<file path="src/sv/olie_pkg.sv">
// Shared types and constants for the ordered list insert/erase core.
package olie_pkg;

  localparam int CapacityDefault = 64;
  localparam int OpcodeW         = 3;
  localparam int PositionW       = 6;
  localparam int WordW           = 32;
  localparam int EntryCountW     = 7;
  localparam int StatusW         = 2;

  typedef enum logic [OpcodeW-1:0] {
    OP_APPEND = 3'd0,
    OP_INSERT = 3'd1,
    OP_ERASE  = 3'd2,
    OP_READ   = 3'd3,
    OP_WRITE  = 3'd4
  } op_t;

  typedef enum logic [StatusW-1:0] {
    ST_DONE  = 2'd0,
    ST_RANGE = 2'd1,
    ST_FULL  = 2'd2
  } status_t;

  // Update that every cell of the chain sees in the same cycle.
  typedef enum logic [2:0] {
    ACT_NONE,
    ACT_APPEND,
    ACT_INSERT,
    ACT_ERASE,
    ACT_WRITE
  } act_t;

  typedef struct packed {
    act_t                    act;
    logic signed [WordW-1:0] word;
  } cell_ctl_t;

  typedef struct packed {
    logic [OpcodeW-1:0]      opcode;
    logic [PositionW-1:0]    position;
    logic signed [WordW-1:0] data_word;
  } in_item_t;

  typedef struct packed {
    logic signed [WordW-1:0] read_word;
    logic [EntryCountW-1:0]  entry_count;
    logic [StatusW-1:0]      status;
  } out_item_t;

endpackage

</file>
<file path="src/sv/olie_cell.sv">
// One storage cell of the list: holds one entry and shifts with its neighbors.
module olie_cell import olie_pkg::*; #(
  parameter int INDEX = 0,
  parameter int PW    = 7
) (
  input  logic                    clk,
  input  cell_ctl_t               ctl,
  input  logic [PW-1:0]           pos,
  input  logic [PW-1:0]           count,
  input  logic signed [WordW-1:0] left_value,
  input  logic signed [WordW-1:0] right_value,
  output logic signed [WordW-1:0] value
);

  localparam logic [PW-1:0] MyIndex = PW'(INDEX);

  logic signed [WordW-1:0] value_next;
  logic                    at_pos;
  logic                    above_pos;

  assign at_pos    = (MyIndex == pos);
  assign above_pos = (MyIndex > pos);

  always_comb begin
    value_next = value;
    unique case (ctl.act)
      ACT_APPEND: begin
        if (MyIndex == count) value_next = ctl.word;
      end
      ACT_INSERT: begin
        if (at_pos) value_next = ctl.word;
        else if (above_pos) value_next = left_value;
      end
      ACT_ERASE: begin
        if (at_pos || above_pos) value_next = right_value;
      end
      ACT_WRITE: begin
        if (at_pos) value_next = ctl.word;
      end
      default: value_next = value;
    endcase
  end

  always_ff @(posedge clk) begin
    value <= value_next;
  end

endmodule

</file>
<file path="config.mk">
export PLATFORM = sky130hd
export DESIGN_NAME = olie_cell
export DESIGN_NICKNAME = d
export VERILOG_FILES = /design/src/sv/olie_pkg.sv /design/src/sv/olie_cell.sv
export SDC_FILE = /design/constraint.sdc
export NUM_CORES = 1
export LEC_CHECK = 0
export BUFFER_PORTS_ARGS = -buffer_cell sky130_fd_sc_hd__buf_2
export CAP_MARGIN = 20
export CORE_AREA = 2 2 82 84
export DETAILED_ROUTE_END_ITERATION = 7
export DIE_AREA = 0 0 84 86
export PLACE_DENSITY_LB_ADDON = 0.15
export RECOVER_POWER = 100
export SLEW_MARGIN = 20
export SYNTH_ARGS = -nofsm -noshare
export SYNTH_HDL_FRONTEND = slang
export SYNTH_SLANG_ARGS = --single-unit
</file>
<file path="constraint.sdc">
create_clock -name clk -period 2.05 [get_ports clk]
set_input_delay 0.205 -clock clk [delete_from_list [all_inputs] [get_ports clk]]
set_output_delay 0.205 -clock clk [all_outputs]
set_load 0.1 [all_outputs]
</file>
==> results of run 1 <==
[power by group]
part	internal, mW	switching, mW	leakage (nW)
clock network	0.230	0.227	0.0453
logic	0.155	0.180	1.02
registers	0.730	0.000743	0.280
total	1.11	0.407	1.35
[Yosys cell counts]
cell / n
o211ai_1: 1
and2_1: 1
a32o_1: 1
nand2_1: 32
nor3_2: 1
nand4b_1: 1
nor4_1: 2
nand2b_1: 2
buf_2: 5
nor3b_1: 1
o21ai_1: 1
nor4_4: 1
and4b_1: 31
buf_4: 6
inv_1: 1
edfxtp_1: 32
nor2_1: 1
a21oi_1: 32
o211ai_2: 30
clkbuf_1: 15
buf_6: 1
o21ai_0: 1
buf_12: 3
nand4_1: 31
o221ai_1: 1
[metrics by stage]
step                worst slack, ns  hold WS, ns  total power, mW  utilization, %
finish                        0.359        0.230             1.52            51.2
global route                  0.325        0.223             1.59            51.2
CTS                           0.755        0.221             1.54            52.5
detailed placement            0.465        0.512             1.09            51.2
global placement              0.482        0.509             1.08            51.2
floorplan                     0.277        0.406            0.923               -
[cell type report]
cell class                 count  area share (%)
clock inverter                 3           0.429
tap                           77            3.00
timing repair buffer         161            25.7
multi-input combinational    171            38.6
inverter                       1           0.117
clock buffer                   5            2.14
sequential                    32            29.9
[worst min-delay path by stage]
| stage | from | end | slack (ns) | cells past startpoint |
|---|---|---|---|---|
| 6_report | ctl[0] | value[0]$_DFFE_PP_ | 0.23 | 3 |
| 3_3_place_gp | ctl[14] | value[14]$_DFFE_PP_ | 0.51 | 3 |
| 3_5_place_dp | ctl[6] | value[6]$_DFFE_PP_ | 0.51 | 3 |
| 4_1_cts | ctl[6] | value[6]$_DFFE_PP_ | 0.22 | 3 |
| 2_1_floorplan | ctl[11] | value[11]$_DFFE_PP_ | 0.41 | 2 |
| 5_1_grt | ctl[1] | value[1]$_DFFE_PP_ | 0.22 | 3 |
[logic make-up (layout without fill, tap and decap cells)]
kind of cell    Yosys count  in the layout  share of synthesized area (%)
simple gates            104            104                           29.0
buf+inv                  31            170                           8.25
compound gates           67             67                           23.4
flops                    32             32                           39.4
[routing by layer]
| layer | GRT usage [%] | routed length [um] | vias up |
|---|---|---|---|
| li1 | - | - | 1219 |
| met1 | 25.7 | 3210 | 1196 |
| met2 | 37.2 | 3810 | 130 |
| met3 | 4.33 | 574 | 11 |
| met4 | 6.30 | 131 | 0 |
| met5 | 0 | 0 | - |
==> metrics.md, run 1 <==
| Metric | Value |
|---|---|
| Post-CTS sizing | `0` |
| Die height | `86 um` |
| Area after DPL | `0.00321 mm^2` |
| Multi-input logic area | `0.00124 mm^2` |
| Die W | `84 um` |
| Leakage | `1.35 nW` |
| Worst path slowest cell | `clkbuf_1` |
| Antenna violations before repair | `0` |
| Syn Nets | `348` |
| Placed insts | `442` |
| Worst Setup SP | `value[4]$_DFFE_PP_` |
| Tmin final | `1.69 ns` |
| Most frequent cells in the layout | `buf_2, nand2_1, a21oi_1, edfxtp_1` |
| Worst setup SP type | `flop` |
| Post-synthesis register bit count | `32` |
| Area grow syn2layout | `31.6%` |
| DR iter-0 viols | `143` |
| Antenna viol nets, final | `0` |
| Nets | `486` |
| Tot GR Track Use | `20.9%` |
| Final Hold Violating Endpoints | `0` |
| Synth unique cells | `25` |
| Rows | `29` |
| Power Density | `474 mW/mm^2` |
| Post-DP HPWL | `5.62 mm` |
| Vias in the first global route | `2438` |
| CTS Buf Count | `5` |
| Crit path max fanout | `1` |
| Setup TNS | `0 ns` |
| Initial Util | `38.9%` |
| Non-Filler Instances | `450` |
| Sequential area share after synthesis | `39.4%` |
| Clock tree buffer depth | `2` |
| CP peak stage delay | `0.87 ns` |
| Vias | `2556` |
| Top cell type's share of synthesized area | `39.4%` |
| Setup Buffers After CTS | `0` |
| Post-route DRC | `0` |
| Worst setup endpoint | `value[4]` |
| Max reg flops | `32` |
| Buffers on Ports | `145` |
| H-tree Lvls | `2` |
| Largest net degree at the start of global routing | `36` |
| Core area | `0.00628 mm^2` |
| Die Footprint | `0.00722 mm^2` |
| CTS clk-pin slew, worst paths | `0.07 ns` |
| Least-Margin Pin Slew | `1.19 ns` |
| Largest regs | `value (32)` |
| WP data required | `1.85 ns` |
| First-pass GRT wire length | `11.9 mm` |
| Total length of routed wires | `7.73 mm` |
| Crit path buf inv count | `1` |
| Diodes inserted | `0` |
| IO Pins | `146` |
| Setup CP Type | `reg2out` |
| Worst rel slew slack | `20.7%` |
| Clk root buf | `clkbuf_8` |
| Fill count | `636` |
| Max Cap Viol | `0` |
| Vias per std cell | `5.68` |
| Final Instance Area | `0.00321 mm^2` |
| Crit. path cell count | `1` |
| CTS tree | `built` |
| Fin. max-slew vios | `0` |
| Setup violators final | `0` |
| Drt first pass iters | `4` |
| Average size of a mapped cell | `10.4 um^2` |
| Cells after synthesis | `234` |
| Maximum vdd drop | `222 uV` |
| GPL Wtd Cong | `0.801` |
| Share of layout cells above drive strength 1 | `45.8%` |
| Cts hold-fix bufs | `0` |
| Crit share post-route | `82.5%` |
| CP delay by family, top | `buffers and inverters` |
| Status | `completed` |
| Area contributors post-synth | `edfxtp_1, o211ai_2, and4b_1, nand4_1, a21oi_1` |
| RSZ-0062 raised after global routing | `no` |
| Max Freq | `591 MHz` |
| Crit path DAT | `1.49 ns` |
| Yosys warning total | `0` |
| Cell Area, Synth | `0.00244 mm^2` |
| DR WL/cell | `17.2 um` |
| Register area | `961 um^2` |
| Congestion Overflow GR | `0` |
| TritonCTS Sinks | `32` |
| CP Cell Sequence | `clkbuf_1` |
| Top cell type by total area after synthesis | `edfxtp_1` |
| Reg with most FFs | `value` |
| HP Class | `in2reg` |
| Most common cell after layout, fill and taps aside | `buf_2` |
| Crit end category | `output pin` |
No activity file was read; power rests on OpenSTA's default activity.
==> run 2: changes to the inputs <==
- clock period: 2.05 -> 1.39 ns (I/O delays scaled with it)
==> metrics.md, run 2 (same netlist as run 1, synthesis figures left out) <==
| Metric | Value |
|---|---|
| Drt first pass iters | `4 (unchanged)` |
| Largest net degree at the start of global routing | `33 (-8.3%)` |
| GPL Wtd Cong | `0.741 (-7.4%)` |
| Diodes inserted | `0 (unchanged)` |
| Sequential share of power | `48.0% (about the same)` |
| Largest regs | `value (32)` |
| Cts hold-fix bufs | `0 (unchanged)` |
| Worst setup SP type | `input pin` |
| Crit end category | `flop` |
| Crit path max fanout | `17 (+16)` |
| Area grow syn2layout | `33.7%` |
| Post-layout util | `52.0% (+0.82 points)` |
| Initial Util | `38.9% (unchanged)` |
| Congestion Overflow GR | `0 (unchanged)` |
| Worst rel slew slack | `62.9% (+42 points)` |
| Setup CP Type | `in2reg` |
| Vias per std cell | `5.48 (-3.5%)` |
| Die Footprint | `0.00722 mm^2 (unchanged)` |
| Post-CTS sizing | `0 (unchanged)` |
| Die height | `86 um (unchanged)` |
| Setup Buffers After CTS | `0 (unchanged)` |
| Core area | `0.00628 mm^2 (unchanged)` |
| Tmin final | `1.25 ns` |
| Least-Margin Pin Slew | `0.559 ns (-0.636 ns)` |
| Hold Path Stages | `3 (unchanged)` |
| Non-Filler Instances | `460 (+2.2%)` |
| Max Freq | `800 MHz` |
| Power Density | `688 mW/mm^2 (+45%)` |
| WP data required | `1.35 ns (-0.50 ns)` |
| Register area | `961 um^2 (unchanged)` |
| DR iter-0 viols | `101 (-29%)` |
| Vias in the first global route | `2584 (+6.0%)` |
| CTS tree | `built` |
| Tot GR Track Use | `20.1% (-0.85 points)` |
| IO Pins | `146 (unchanged)` |
| Antenna viol nets, final | `0 (unchanged)` |
| Max Cap Viol | `0 (unchanged)` |
| Hold path endpoint | `value[5]$_DFFE_PP_` |
| Combinational power share | `22.3% (+0.3 points)` |
| NetSw | `0.576 mW (+41%)` |
| Post-DP HPWL | `5.59 mm (-0.56%)` |
| Crit path DAT | `1.21 ns (-0.28 ns)` |
| Fin. max-slew vios | `0 (unchanged)` |
| CTS Buf Count | `5 (unchanged)` |
| Final Instance Area | `0.00326 mm^2 (+1.6%)` |
| Hold path start | `ctl[5]` |
| TritonCTS Sinks | `32 (unchanged)` |
| Final Hold Violating Endpoints | `0 (unchanged)` |
| Most frequent cells in the layout | `buf_2, nand2_1, a21oi_1, clkbuf_2, edfxtp_1` |
| Share of layout cells above drive strength 1 | `48.3% (+2.5 points)` |
| Rows | `29 (unchanged)` |
| Maximum vdd drop | `300 uV (+35%)` |
| HP Class | `in2reg` |
| Clk pwr share | `29.8% (-0.2 points)` |
| Buffers on Ports | `145 (unchanged)` |
| Most common cell after layout, fill and taps aside | `buf_2` |
| Leakage | `1.40 nW (+3.6%)` |
| Post-route DRC | `0 (unchanged)` |
| Sw Share | `25.7% (-1.1 points)` |
| Nets | `496 (+2.1%)` |
| Total length of routed wires | `7.31 mm (-5.4%)` |
| Max reg flops | `32 (unchanged)` |
| Fill count | `625 (-1.7%)` |
| Reg with most FFs | `value` |
| CTS clk-pin slew, worst paths | `0.06 ns (about the same)` |
| Status | `completed` |
| Setup violators final | `0 (unchanged)` |
| Crit share post-route | `89.9%` |
| Vias | `2521 (-1.4%)` |
| Multi-input logic area | `0.00118 mm^2 (-5.1%)` |
| Clk root buf | `clkbuf_8` |
| Die W | `84 um (unchanged)` |
| Clock tree buffer depth | `2 (unchanged)` |
| DR WL/cell | `15.9 um (-7.5%)` |
| Area after DPL | `0.00333 mm^2 (+3.8%)` |
| Pint | `1.67 mW (+50%)` |
| First-pass GRT wire length | `11.7 mm (-1.7%)` |
| RSZ-0062 raised after global routing | `no` |
| Placed insts | `452 (+2.3%)` |
| Antenna violations before repair | `0 (unchanged)` |
| H-tree Lvls | `2 (unchanged)` |
## run 2: changes by cell type in the layout (fill, tap and decap cells not counted), sizes merged
| cell | before | now |
|---|---|---|
| clkbuf | 27 | 42 |
| clkinv | 3 | 1 |
| buf | 139 | 136 |
## run 2: how the worst max path moves through the flow
stage | start | to | slack, ns
final | pos[3] | value[12]$_DFFE_PP_ | 0.14
after global placement | pos[3] | value[28]$_DFFE_PP_ | -0.05
after floorplan | pos[3] | value[0]$_DFFE_PP_ | -0.08
after global routing | pos[3] | value[12]$_DFFE_PP_ | 0.08
after detailed placement | pos[3] | value[16]$_DFFE_PP_ | -0.06
after CTS | value[0]$_DFFE_PP_ | value[0] | 0.20
## run 2: layer usage
layer  vias to the layer above  wire length [um]  global-route usage [%]
li1                       1244                 -                       -
met1                      1156              3040                    24.8
met2                       114              3530                    33.7
met3                         7               629                    5.20
met4                         0               102                    7.92
met5                         -                 0                       0
## run 2: power groups by stage
stage,Sequential [mW],Clock [mW],Combinational [mW]
6_report,1.08,0.668,0.500
3_3_place_gp,1.10,0,0.517
5_1_grt,1.08,0.721,0.553
3_5_place_dp,1.10,0,0.524
4_1_cts,1.08,0.689,0.526
2_1_floorplan,1.12,0,0.237
## run 2: worst max-delay path, cell delays in order
cell	delay [ns]
clkbuf_1	0.10
nor4_4	0.29
and2_2	0.25
a32o_4	0.15
clkbuf_4	0.27
## run 2: stage by stage
step	TNS (ns)	hold slack [ns]	power, mW	setup WS (ns)
finish	0	0.174	2.24	0.140
global route	0	0.180	2.35	0.0846
CTS	0	0.159	2.29	0.195
detailed placement	-3.09	0.446	1.62	-0.0630
global placement	-2.46	0.448	1.62	-0.0507
floorplan	-2.67	0.340	1.36	-0.0834
## run 2: layout make-up
cell class / instances / share of cell area (%)
multi-input cells: 171 / 36.1
flip-flops and latches: 32 / 29.4
repair buffers: 171 / 28.9
well taps: 77 / 2.95
clock buffers: 7 / 2.34
clock inverters: 1 / 0.115
inverters: 1 / 0.115
==> run 3: changes to the inputs <==
==> constraint.sdc (replaced) <==
create_clock -name clk -period 1.39 [get_ports clk]
set_input_delay 0.0695 -clock clk [delete_from_list [all_inputs] [get_ports clk]]
set_output_delay 0.0695 -clock clk [all_outputs]
set_load 0.1 [all_outputs]
==> metrics.md, run 3 (same netlist as run 1, synthesis figures left out) <==
| Metric | Value |
|---|---|
| Clk root buf | `clkbuf_8` |
| Total length of routed wires | `7.43 mm (+1.7%)` |
| Post-CTS sizing | `0 (unchanged)` |
| Post-DP HPWL | `5.68 mm (+1.5%)` |
| Area grow syn2layout | `33.8% (about the same)` |
| CTS tree | `built` |
| Diodes inserted | `0 (unchanged)` |
| Die W | `84 um (unchanged)` |
| Largest net degree at the start of global routing | `33 (unchanged)` |
| Area after DPL | `0.00332 mm^2 (-0.45%)` |
| RSZ-0062 raised after global routing | `no` |
| Post-layout util | `52.0% (about the same)` |
| Setup CP Type | `in2reg` |
| Vias | `2548 (+1.1%)` |
| Drt first pass iters | `4 (unchanged)` |
| Clock tree buffer depth | `2 (unchanged)` |
| HP Class | `in2reg` |
| CTS Buf Count | `5 (unchanged)` |
| Antenna violations before repair | `0 (unchanged)` |
| Cts hold-fix bufs | `0 (unchanged)` |
| Final hold slack | `0.0931 ns (-0.0805 ns)` |
| Die height | `86 um (unchanged)` |
| First-pass GRT wire length | `11.9 mm (+2.3%)` |
| Worst rel slew slack | `62.7% (-0.21 points)` |
| Max reg flops | `32 (unchanged)` |
| Tot GR Track Use | `20.6% (+0.56 points)` |
| Die Footprint | `0.00722 mm^2 (unchanged)` |
| Power Density | `690 mW/mm^2 (+0.27%)` |
| Fill count | `607 (-2.9%)` |
| H-tree Lvls | `2 (unchanged)` |
| Status | `completed` |
| Setup violators final | `0 (unchanged)` |
| Congestion Overflow GR | `0 (unchanged)` |
| Most frequent cells in the layout | `buf_2, nand2_1, a21oi_1, clkbuf_2, edfxtp_1` |
| Core area | `0.00628 mm^2 (unchanged)` |
| Crit share post-route | `83.5% (-6.4 points)` |
| Max Freq | `861 MHz (+7.6%)` |
| Setup Buffers After CTS | `0 (unchanged)` |
| CTS clk-pin slew, worst paths | `0.06 ns (about the same)` |
| Rows | `29 (unchanged)` |
| Worst setup SP type | `input pin` |
| Fin. max-slew vios | `0 (unchanged)` |
| Max Cap Viol | `0 (unchanged)` |
| Initial Util | `38.9% (unchanged)` |
| Post-route DRC | `0 (unchanged)` |
| Antenna viol nets, final | `0 (unchanged)` |
| Final Instance Area | `0.00327 mm^2 (about the same)` |
| GPL Wtd Cong | `0.770 (+3.9%)` |
| DR iter-0 viols | `135 (+34%)` |
| Crit end category | `flop` |
| Most common cell after layout, fill and taps aside | `buf_2` |
| Final Hold Violating Endpoints | `0 (unchanged)` |
| Register area | `961 um^2 (unchanged)` |
| Tmin final | `1.16 ns (-0.0886 ns)` |
| Nets | `494 (-0.40%)` |
| Multi-input logic area | `0.00120 mm^2 (+1.7%)` |
| DR WL/cell | `16.2 um (+2.3%)` |
| Least-Margin Pin Slew | `0.562 ns (+0.00311 ns)` |
| Vias per std cell | `5.58 (+1.7%)` |
| TritonCTS Sinks | `32 (unchanged)` |
| Leakage | `1.41 nW (+0.66%)` |
| Crit path DAT | `1.13 ns (-0.08 ns)` |
| Share of layout cells above drive strength 1 | `49.5% (+1.2 points)` |
| Crit path max fanout | `17 (unchanged)` |
| Largest regs | `value (32)` |
| WP data required | `1.36 ns (about the same)` |
| Buffers on Ports | `145 (unchanged)` |
| Maximum vdd drop | `320 uV (+6.7%)` |
| Reg with most FFs | `value` |
| IO Pins | `146 (unchanged)` |
| Vias in the first global route | `2564 (-0.77%)` |
==> run 3: cell types whose count changed in the layout (fill, tap and decap cells not counted), sizes merged <==
cell / change
buf: -3
==> run 3: final cells by class <==
| class | instances | share of cell area [%] |
|---|---|---|
| timing repair buffer | 169 | 28.5 |
| tap | 77 | 2.95 |
| multi-input combinational | 171 | 36.7 |
| clock inverter | 1 | 0.153 |
| sequential | 32 | 29.4 |
| inverter | 1 | 0.115 |
| clock buffer | 6 | 2.22 |
==> run 3: report_power, final <==
part | leakage, nW | internal [mW] | switching (mW)
Clock | 0.0410 | 0.340 | 0.333
Sequential | 0.280 | 1.08 | 0.00114
Combinational | 1.09 | 0.243 | 0.260
==> run 3: routing by layer <==
metal	GRT usage (%)	vias up	wire length, um
li1	-	1237	-
met2	35.1	133	3540
met5	0	-	0
met4	8.36	0	184
met3	5.10	16	579
met1	25.2	1162	3120
==> run 3: critical path, cell delays in order <==
cell and delay (ns):
clkbuf_1 0.10, nor4_4 0.28, and2_2 0.24, a32o_4 0.15
clkbuf_4 0.28
==> run 3: metrics by stage <==
step                      TNS (ns)  setup slack [ns]  total power [mW]  cells
after CTS                        0             0.255              2.29    457
after global routing             0             0.118              2.34    457
after global placement           0            0.0157              1.61    450
after detailed placement         0           0.00223              1.62    450
after floorplan             -0.445           -0.0139              1.36    234
final                            0             0.229              2.25    457
==> run 3: final timing paths <==
check	cells after the start	slack, ns	from	end
worst max-delay path	5	0.23	pos[3]	value[23]$_DFFE_PP_
worst min-delay path	3	0.09	ctl[5]	value[5]$_DFFE_PP_
